File: config.mk
export PLATFORM = sky130hd
export DESIGN_NAME = periodic_task_slot_scheduler
export DESIGN_NICKNAME = d
export VERILOG_FILES = /design/src/rtl/core/stsch_pkg.sv /design/src/rtl/core/stsch_slot_alu.sv /design/src/rtl/core/stsch_out_reg.sv /design/src/rtl/core/periodic_task_slot_scheduler.sv
export SDC_FILE = /design/constraint.sdc
export NUM_CORES = 1
export LEC_CHECK = 0
export ABC_CLOCK_PERIOD_IN_PS = 19200
export BUFFER_PORTS_ARGS = -buffer_cell sky130_fd_sc_hd__buf_2
export CAP_MARGIN = 20
export CORE_ASPECT_RATIO = 1.4
export CORE_MARGIN = 2
export CORE_UTILIZATION = 40
export DETAILED_ROUTE_END_ITERATION = 8
export PLACE_DENSITY_LB_ADDON = 0.12
export SYNTH_ARGS = -nofsm -noshare
export SYNTH_HDL_FRONTEND = slang
export SYNTH_SLANG_ARGS = --single-unit
File: constraint.sdc
create_clock -name aclk -period 19.2 [get_ports aclk]
set_clock_uncertainty 0.15 [all_clocks]
set_input_delay 0.96 -clock aclk [delete_from_list [all_inputs] [get_ports aclk]]
set_output_delay 0.96 -clock aclk [all_outputs]
set_load 0.02 [all_outputs]
File: src/rtl/core/stsch_pkg.sv
// Shared types, codes and helpers of the periodic task slot scheduler.
`default_nettype none

package stsch_pkg;

    // Table geometry.
    localparam int NUM_SLOTS = 8;
    localparam int IDX_W     = (NUM_SLOTS > 1) ? $clog2(NUM_SLOTS) : 1;
    localparam int MAX_RES   = 8;
    localparam int NREP_W    = $clog2(MAX_RES + 1);

    // Field widths.
    localparam int FUNC_W  = 2;
    localparam int WORD_W  = 16;
    localparam int SLOT_W  = 3;
    localparam int STAT_W  = 2;
    localparam int S_DATA_W = 48;
    localparam int M_DATA_W = 24;

    // Operation codes carried on the input tuser.
    localparam logic [FUNC_W-1:0] FUNC_TICK  = 2'd0;
    localparam logic [FUNC_W-1:0] FUNC_REG   = 2'd1;
    localparam logic [FUNC_W-1:0] FUNC_STOP  = 2'd2;
    localparam logic [FUNC_W-1:0] FUNC_START = 2'd3;

    // Result status codes.
    localparam logic [STAT_W-1:0] STAT_OK       = 2'd0;
    localparam logic [STAT_W-1:0] STAT_FULL     = 2'd1;
    localparam logic [STAT_W-1:0] STAT_NOTFOUND = 2'd2;

    typedef logic [IDX_W-1:0]  slot_idx_t;
    typedef logic [WORD_W-1:0] word_t;

    // One result item.
    typedef struct packed {
        logic              fired;
        word_t             handle;
        logic [SLOT_W-1:0] slot_index;
        logic [STAT_W-1:0] status;
        logic              last;
    } result_t;

    // Per-slot answer of the shared slot unit.
    typedef struct packed {
        logic  hit;
        word_t new_count;
    } alu_res_t;

    // Reported slot number: the low bits of the table index.
    function automatic logic [SLOT_W-1:0] to_slot_index(input slot_idx_t idx);
        logic [5:0] wide;
        wide = 6'(idx);
        return wide[SLOT_W-1:0];
    endfunction

endpackage

`default_nettype wire

File: src/rtl/core/stsch_slot_alu.sv
// Shared slot unit: saturating add, period compare and subtract, handle match or empty-slot match.
`default_nettype none

module stsch_slot_alu (
    input  wire logic [1:0]          func,
    input  wire stsch_pkg::word_t    elapsed,
    input  wire stsch_pkg::word_t    cmd_handle,
    input  wire stsch_pkg::word_t    slot_handle,
    input  wire stsch_pkg::word_t    slot_period,
    input  wire stsch_pkg::word_t    slot_count,
    output stsch_pkg::alu_res_t      res
);
    import stsch_pkg::*;

    logic [WORD_W:0] sum;
    word_t           sat;
    logic            active;
    logic            over;

    // Counter advance with saturation at the full word.
    always_comb begin
        sum    = {1'b0, slot_count} + {1'b0, elapsed};
        sat    = sum[WORD_W] ? '1 : sum[WORD_W-1:0];
        active = (slot_period != '0);
        over   = active && (sat > slot_period);
    end

    // Per-operation answer for the slot under visit.
    always_comb begin
        res.new_count = slot_count;
        res.hit       = 1'b0;
        case (func)
            FUNC_TICK: begin
                res.hit = over;
                if (active) begin
                    res.new_count = over ? (sat - slot_period) : sat;
                end
            end
            FUNC_REG: begin
                res.hit = (slot_handle == '0);
            end
            default: begin
                res.hit = (slot_handle == cmd_handle);
            end
        endcase
    end

endmodule

`default_nettype wire

File: src/rtl/core/stsch_out_reg.sv
// Output register of the result channel.
`default_nettype none

module stsch_out_reg (
    input  wire logic                       aclk,
    input  wire logic                       aresetn,
    input  wire logic                       push,
    input  wire stsch_pkg::result_t         push_data,
    output logic                            free,
    output logic                            m_tvalid,
    input  wire logic                       m_tready,
    output logic [stsch_pkg::M_DATA_W-1:0]  m_tdata,  // handle, slot_index, status, zero fill
    output logic                            m_tuser,  // fired
    output logic                            m_tlast
);
    import stsch_pkg::*;

    logic    valid_reg;
    result_t data_reg;

    // The register may take a new result when empty or being drained.
    assign free = !valid_reg || m_tready;

    always_ff @(posedge aclk) begin
        if (!aresetn) begin
            valid_reg <= 1'b0;
        end else if (free) begin
            valid_reg <= push;
        end
    end

    always_ff @(posedge aclk) begin
        if (free && push) begin
            data_reg <= push_data;
        end
    end

    // Port packing.
    assign m_tvalid = valid_reg;
    assign m_tuser  = data_reg.fired;
    assign m_tlast  = data_reg.last;
    assign m_tdata  = {3'b000, data_reg.status, data_reg.slot_index, data_reg.handle};

endmodule

`default_nettype wire

File: src/rtl/core/periodic_task_slot_scheduler.sv
// Top level of the periodic task slot scheduler: sequencer and slot tables.
//
// Input transfers carry the operation on s_tuser (0 tick, 1 register, 2 stop,
// 3 start) and elapsed count, task handle and period on s_tdata. Result
// transfers carry the fired flag on m_tuser, handle, slot and status on
// m_tdata, and m_tlast on the final result of an input item.
// One input item is taken at a time; s_tready is high only while the
// sequencer is idle. The sequencer walks the slot table one slot per cycle,
// except while a stall holds it, through a single shared slot unit: a tick
// visits every slot and then flushes, a command visits slots up to the first
// matching or empty one and then flushes, a command with a zero handle goes
// straight to the flush, and a tick with zero elapsed count finishes right
// away.
// Fired slots are held one deep so the last one can be marked; each further
// fire must hand the held result to the output register, and the walk waits
// while the receiver stalls with the output register full.
// Results leave through the output register, so the result channel is registered.
// Synchronous reset empties every slot and stops all tasks.
`default_nettype none

module periodic_task_slot_scheduler (
    input  wire logic                       aclk,
    input  wire logic                       aresetn,
    input  wire logic                       s_tvalid,
    output logic                            s_tready,
    input  wire logic [stsch_pkg::S_DATA_W-1:0] s_tdata,  // elapsed_ticks, task_handle, period
    input  wire logic [stsch_pkg::FUNC_W-1:0]   s_tuser,  // func
    output logic                            m_tvalid,
    input  wire logic                       m_tready,
    output logic [stsch_pkg::M_DATA_W-1:0]  m_tdata,  // fired_handle, slot_index, status, zero fill
    output logic                            m_tuser,  // fired
    output logic                            m_tlast
);
    import stsch_pkg::*;

    typedef enum logic [2:0] {
        ST_IDLE  = 3'b001,
        ST_WALK  = 3'b010,
        ST_FLUSH = 3'b100
    } state_t;

    state_t              state_reg, state_next;
    logic [FUNC_W-1:0]   func_reg, func_next;
    word_t               elapsed_reg, elapsed_next;
    word_t               handle_reg, handle_next;
    word_t               period_reg, period_next;
    slot_idx_t           idx_reg, idx_next;
    logic [NREP_W-1:0]   nrep_reg, nrep_next;
    logic                pend_valid_reg, pend_valid_next;
    result_t             pend_reg, pend_next;

    word_t               hdl_tab [NUM_SLOTS];
    word_t               per_tab [NUM_SLOTS];
    word_t               cnt_tab [NUM_SLOTS];

    logic                cnt_we, per_we, hdl_we;
    word_t               per_wdata;

    word_t               in_elapsed, in_handle, in_period;
    alu_res_t            alu;
    logic                last_slot, report, stall;
    logic                push, out_free;
    result_t             push_data;

    assign in_elapsed = s_tdata[15:0];
    assign in_handle  = s_tdata[31:16];
    assign in_period  = s_tdata[47:32];
    assign s_tready   = (state_reg == ST_IDLE);

    // Shared unit sees the slot under visit.
    stsch_slot_alu u_alu (
        .func        (func_reg),
        .elapsed     (elapsed_reg),
        .cmd_handle  (handle_reg),
        .slot_handle (hdl_tab[idx_reg]),
        .slot_period (per_tab[idx_reg]),
        .slot_count  (cnt_tab[idx_reg]),
        .res         (alu)
    );

    assign last_slot = (idx_reg == IDX_W'(NUM_SLOTS - 1));
    assign report    = alu.hit && (nrep_reg < NREP_W'(MAX_RES));
    assign stall     = report && pend_valid_reg && !out_free;

    // Sequencer.
    always_comb begin
        state_next      = state_reg;
        func_next       = func_reg;
        elapsed_next    = elapsed_reg;
        handle_next     = handle_reg;
        period_next     = period_reg;
        idx_next        = idx_reg;
        nrep_next       = nrep_reg;
        pend_valid_next = pend_valid_reg;
        pend_next       = pend_reg;
        cnt_we          = 1'b0;
        per_we          = 1'b0;
        hdl_we          = 1'b0;
        per_wdata       = period_reg;
        push            = 1'b0;
        push_data       = pend_reg;
        case (state_reg)
            ST_IDLE: begin
                if (s_tvalid) begin
                    func_next       = s_tuser;
                    elapsed_next    = in_elapsed;
                    handle_next     = in_handle;
                    period_next     = in_period;
                    idx_next        = '0;
                    nrep_next       = '0;
                    pend_valid_next = 1'b0;
                    if (s_tuser == FUNC_TICK) begin
                        if (in_elapsed != '0) begin
                            state_next = ST_WALK;
                        end
                    end else if (in_handle == '0) begin
                        pend_next       = '{fired: 1'b0, handle: in_handle, slot_index: '0,
                                            status: STAT_NOTFOUND, last: 1'b1};
                        pend_valid_next = 1'b1;
                        state_next      = ST_FLUSH;
                    end else begin
                        state_next = ST_WALK;
                    end
                end
            end
            ST_WALK: begin
                if (func_reg == FUNC_TICK) begin
                    // Advance one slot; a new fire first hands over the held one.
                    if (!stall) begin
                        cnt_we = 1'b1;
                        if (report) begin
                            push            = pend_valid_reg;
                            push_data       = pend_reg;
                            pend_next       = '{fired: 1'b1, handle: hdl_tab[idx_reg],
                                                slot_index: to_slot_index(idx_reg),
                                                status: STAT_OK, last: 1'b0};
                            pend_valid_next = 1'b1;
                            nrep_next       = nrep_reg + 1'b1;
                        end
                        if (last_slot) begin
                            state_next = ST_FLUSH;
                        end else begin
                            idx_next = idx_reg + 1'b1;
                        end
                    end
                end else begin
                    // Command search for the first matching or empty slot.
                    if (alu.hit) begin
                        per_we          = 1'b1;
                        hdl_we          = (func_reg == FUNC_REG);
                        per_wdata       = (func_reg == FUNC_STOP) ? '0 : period_reg;
                        pend_next       = '{fired: 1'b0, handle: handle_reg,
                                            slot_index: to_slot_index(idx_reg),
                                            status: STAT_OK, last: 1'b1};
                        pend_valid_next = 1'b1;
                        state_next      = ST_FLUSH;
                    end else if (last_slot) begin
                        pend_next       = '{fired: 1'b0, handle: handle_reg, slot_index: '0,
                                            status: (func_reg == FUNC_REG) ? STAT_FULL
                                                                           : STAT_NOTFOUND,
                                            last: 1'b1};
                        pend_valid_next = 1'b1;
                        state_next      = ST_FLUSH;
                    end else begin
                        idx_next = idx_reg + 1'b1;
                    end
                end
            end
            ST_FLUSH: begin
                // The held result is the final one of this item.
                if (!pend_valid_reg) begin
                    state_next = ST_IDLE;
                end else if (out_free) begin
                    push            = 1'b1;
                    push_data       = pend_reg;
                    push_data.last  = 1'b1;
                    pend_valid_next = 1'b0;
                    state_next      = ST_IDLE;
                end
            end
            default: begin
                state_next = ST_IDLE;
            end
        endcase
    end

    // Control registers.
    always_ff @(posedge aclk) begin
        if (!aresetn) begin
            state_reg      <= ST_IDLE;
            pend_valid_reg <= 1'b0;
            idx_reg        <= '0;
            nrep_reg       <= '0;
        end else begin
            state_reg      <= state_next;
            pend_valid_reg <= pend_valid_next;
            idx_reg        <= idx_next;
            nrep_reg       <= nrep_next;
        end
    end

    // Item and held-result payload.
    always_ff @(posedge aclk) begin
        func_reg    <= func_next;
        elapsed_reg <= elapsed_next;
        handle_reg  <= handle_next;
        period_reg  <= period_next;
        pend_reg    <= pend_next;
    end

    // Slot tables, written at the visited slot.
    always_ff @(posedge aclk) begin
        if (!aresetn) begin
            for (int i = 0; i < NUM_SLOTS; i++) begin
                hdl_tab[i] <= '0;
                per_tab[i] <= '0;
                cnt_tab[i] <= '0;
            end
        end else begin
            if (cnt_we) begin
                cnt_tab[idx_reg] <= alu.new_count;
            end
            if (per_we) begin
                per_tab[idx_reg] <= per_wdata;
            end
            if (hdl_we) begin
                hdl_tab[idx_reg] <= handle_reg;
            end
        end
    end

    stsch_out_reg u_out (
        .aclk      (aclk),
        .aresetn   (aresetn),
        .push      (push),
        .push_data (push_data),
        .free      (out_free),
        .m_tvalid  (m_tvalid),
        .m_tready  (m_tready),
        .m_tdata   (m_tdata),
        .m_tuser   (m_tuser),
        .m_tlast   (m_tlast)
    );

endmodule

`default_nettype wire

=== Word level (Yosys, flattened, before mapping) ===
Memories as Yosys holds them, arrays and structs flattened. A register that Yosys moved wholly into a read port is not among the register bits.
Index checks and enable logic that the tools add are counted.

* Add/subtract/negate cells: 4
* Order comparisons: 2
* Equality and inequality tests: 19
* Mux-type cells: 95
* Reductions and logical operators: 25

{| class="wikitable"
|+ Operators by type and width
! kind !! count
|-
| $mux W23 || 8
|-
| $mux W16 || 11
|-
| $mux W3 || 24
|-
| $reduce_or A16 Y1 || 3
|-
| $pmux W23 S2 || 1
|-
| $mux W1 || 40
|-
| $logic_not A16 Y1 || 2
|-
| $reduce_bool A16 Y1 || 2
|-
| $add A16 B16 Y17 || 1
|-
| $eq A16 B16 Y1 || 1
|-
| $gt A16 B16 Y1 || 1
|-
| $mux W4 || 4
|-
| $sub A16 B16 Y16 || 1
|-
| $ne A3 B3 Y1 const B || 4
|-
| $ne A2 B2 Y1 const B || 5
|-
| $reduce_and A5 Y1 || 2
|-
| $pmux W3 S3 || 1
|-
| $pmux W4 S2 || 1
|-
| $reduce_and A4 Y1 || 2
|-
| $reduce_and A7 Y1 || 1
|-
| $eq A3 B3 Y1 const B || 2
|-
| $pmux W3 S2 || 1
|-
| $logic_and A1 B1 Y1 || 5
|-
| $add A4 B1 Y4 const B || 1
|-
| other kinds (18) || 21
|}

* Flip-flop bits (word level): 108
* RAM bits: 384
* Bits of input ports: 54
* Output and inout bits: 28
* Memories: 3

{| class="wikitable"
|+ Memory list
! memory !! depth !! width !! rd ports !! clocked after memory_dff !! write ports !! RTL line !! source
|-
| cnt_tab || 8 || 16 || 1 || 1 || 8 || periodic_task_slot_scheduler.sv:54 || <nowiki>word_t cnt_tab [NUM_SLOTS];</nowiki>
|-
| hdl_tab || 8 || 16 || 1 || 1 || 8 || periodic_task_slot_scheduler.sv:52 || <nowiki>word_t hdl_tab [NUM_SLOTS];</nowiki>
|-
| per_tab || 8 || 16 || 1 || 1 || 8 || periodic_task_slot_scheduler.sv:53 || <nowiki>word_t per_tab [NUM_SLOTS];</nowiki>
|}

=== Logic depth before layout (Yosys ltp) ===
* Word-level depth: 16
* Mapped depth: 30

=== Hierarchy ===
A second synthesis with hierarchy kept.

* Cells, all modules: 1706
* Area total of the unflattened synthesis: 23586.4 um^2

{| class="wikitable"
|+ Modules (own cells, without submodules)
! module !! times used !! cells an instance !! area each (um^2) !! sequential area each (um^2)
|-
| periodic_task_slot_scheduler || 1 || 1325 || 20500.9 || 14003.4
|-
| stsch_slot_alu || 1 || 349 || 2311.0 || 0.0
|-
| stsch_out_reg || 1 || 32 || 774.5 || 710.7
|}

=== Worst setup path before layout ===
No wires, ideal clock.

* Path kind: register -> register
* Start point: reg (tool-made name)
* End point: reg pend_reg[0] in the netlist's numbering (enable)
* Setup time: 411 ps
* Data arrival time: 7971 ps
* Slack: 10668 ps
* Cell stages (with the launch flop): 29
* Path buffers: 7
* Period minus slack after synthesis: 8532 ps
* Cell sequence: dfxtp_1 buf_4 buf_6 buf_2 buf_1 mux4_2 mux2_2 ha_1 fa_1 a21o_1 a21oi_1 o21ai_0 a31oi_1 a211oi_1 o22ai_1 clkbuf_1 nand2_1 ha_1 clkbuf_1 nand4_1 o211a_1 a21oi_1 a211oi_1 nor3_1 clkbuf_1 nand2_1 nand2_1 o211ai_1 a21oi_1

{| class="wikitable"
|+ RTL lines
! item !! RTL line !! source
|-
| to (signal assigned) || periodic_task_slot_scheduler.sv:208 || <nowiki>pend_reg <= pend_next;</nowiki>
|-
| to (decl) || periodic_task_slot_scheduler.sv:50 || <nowiki>result_t pend_reg, pend_next;</nowiki>
|}

==> metrics.txt <==
antenna-violating nets left 0; Setup Buffers After CTS 0; Synth top area share 60.6%; CTS tree built; count of pins over their slew limit 0; Yosys reg bits 495; Final WS setup 10,050 ps; clk sink count 495; CTS resizes 0; via count 15,000; CP Max Fanout 27; Critical Path Sink Type flop; dpl ws 9980 ps; kind of critical path reg -> reg; Hold Slack 270 ps; mean post-synth cell area 13.1 um^2; CP startpoint kind flop; Post-Route WL 65,800 um; worst reg2reg path depth 24; drt pass-1 iters 6; Skew-Pair Late Insertion Delay 610 ps; # rows 105; nets@finish 1,957; DRC violations left 0; top cells by area, synth edfxtp_1 (61%), mux4_2 (7.4%), nor2_1 (4.5%); clk root buf clkbuf_16; die span in x 210 um; Register Area 14,700 um^2; Inserted Diodes 0; total grt overflow 0; H-tree Lvls 2; GRT Resource Usage Total 21.6%; area of the multi-input gates 8440 um^2; CP cell instances buf_4 > mux4_2 > mux2_2 > ha_1 > fa_1 > a21o_1 > a21oi_1 > o21ai_0 > a31oi_1 > a211oi_1 > o22ai_2 > buf_4 > nor2b_1 > ha_1 > inv_1 > fa_1 > a21o_1 > a21oi_1 > o211ai_1 > a211oi_1 > nor3_2 > nand4_1 > nand2_1 > nand2_1; Syn Inst Count 1,816; final setup TNS 0 ps; PwrDens 109 nW/um^2; Buffers on Ports 78; r2r endpoint cnt_tab[2][6]; Crit path largest cell delay 800 ps; synth warn 0; Core ar. 58,700 um^2; Initial Utilization 40.5%; area delta synth->final 11.3%; Die ar. 61,400 um^2; R2R setup slack 10,050 ps; Vias/cell 5.66; data arrival time of the critical path 9220 ps; Hold Path End u_out.m_tdata[6]; Synth Flop Type edfxtp_1; post-cts hold buffer count 0; CTS buffer count 50; ratio of cells with drive above 1 in the final layout 16.9%; I/O pins 82; dpl hpwl 46,100 um; die height 293 um; Leak Pwr 9.32 nW; Hold Path Depth 0; Setup-failing EPs final 0; outcome finished, final reports clean; Netlist cell types 76; vias in the first global route 15,200; fmax 109 MHz; Avg WL per Cell 24.8 um; clk buf depth 3; RSZ-0062 raised after global routing false; Slowest-stage cell, CP nand2_1; antenna violations before repair 0; asr flop ratio synth 0%; Max-Cap Viols 0; hold_sp pend_reg[12]; HP Class reg -> reg; fillers 5,300; Reg clk slew, reported paths 70 ps; final core occ 45.1%; final hold viol count 0; crit path time final 9150 ps; largest net degree at the start of global routing 51; number of synthesized flops with an enable pin 480; Peak VDD IR 68.5 uV; Synth area leader edfxtp_1; gpl congestion 0.846; Worst-Margin Slew 1120 ps; max_slew headroom 25.4%; first-pass GRT wire length 98,600 um; Largest regs cnt_tab x128, hdl_tab x128, per_tab x128; sequential share of the synthesized area 61.9%; fin crit share 47.7%; mapped cell area 23,800 um^2; initial DRC count 1,448; Required @ worst endpoint 19,270 ps
final cells by class:
cell class              instances  share of cell area (%)
inverters                      17                   0.241
clock inverters                33                    1.25
clock buffers                  60                    4.95
flip-flops and latches        495                    55.6
multi-input cells            1192                    31.9
well taps                     749                    3.54
repair buffers                111                    2.52
metrics by stage:
step	instance area (um^2)	power, W	instances
floorplan	23800	0.00171	1818
global placement	24700	0.00191	2556
detailed placement	24800	0.00191	2559
CTS	26400	0.00290	2652
global route	26500	0.00300	2657
finish	26500	0.00289	2657
power breakdown:
part	internal (W)	total, W	switching, W
sequential	0.00125	0.00129	0.0000467
clock	0.000558	0.000995	0.000436
combinational	0.000202	0.000602	0.000400
placed cells by master (no fill, tap or decap), drive strengths merged, types with 52 or more instances in the layout:
cell	instances
edfxtp	480
nor2	284
and2	124
nand2	113
buf	111
mux4	79
clkbuf	60
a21oi	59
o21ai	59
mux2i	55
nor3	52
Yosys cell counts (13+ instances only):
master      n
a211oi_1   13
a21oi_1    59
a22oi_1    14
and2_1    123
and3_1     14
buf_2      25
buf_6      14
clkbuf_1   45
dfxtp_1    15
edfxtp_1  480
ha_1       34
inv_1      15
mux2_2     22
mux2i_1    54
mux4_2     78
nand2_1   113
nand2b_1   21
nand3_1    43
nand4_1    19
nor2_1    283
nor3_1     52
nor4_1     17
o21ai_0    57
xnor2_1    17
xor2_1     21
cells by family (layout without fill, tap and decap cells):
logic type,after synthesis,count (layout),synth area share [%]
other,1,3,0.0158
multiplexers,156,156,10.9
adder cells (fa/ha/maj),36,36,1.96
flip-flops,495,495,61.9
XOR/XNOR,38,38,1.40
AO/OA/AOI/OAI,211,211,5.65
buffers and inverters,131,221,2.86
AND/OR/NAND/NOR,748,748,15.4
per-layer routing:
metal,part of all wire [%],vias to the layer above,GRT usage [%]
met5,0,-,0
met4,2.1,0,5.55
met3,4.4,73,2.54
met2,52,431,38.3
met1,42,7648,28.1
li1,-,6876,-
critical path, delay by kind of cell (launching register included):
kind / cells / cell delay, ps
AOI/OAI and AO/OA: 10 / 2520
muxes: 2 / 900
DFF: 1 / 580
adders and majority gates: 4 / 1310
and+or+nand+nor: 5 / 2340
buffers and inverters: 3 / 890
worst max path at each step:
| stage | start | end |
|---|---|---|
| 2_1_floorplan | flop | pend_reg[0] |
| 3_3_place_gp | flop | cnt_tab[2][2] |
| 4_1_cts | flop | cnt_tab[2][0] |
| 3_5_place_dp | flop | cnt_tab[2][2] |
| 6_report | flop | cnt_tab[2][6] |
| 5_1_grt | flop | cnt_tab[2][1] |
No activity file was read; power rests on OpenSTA's default activity.
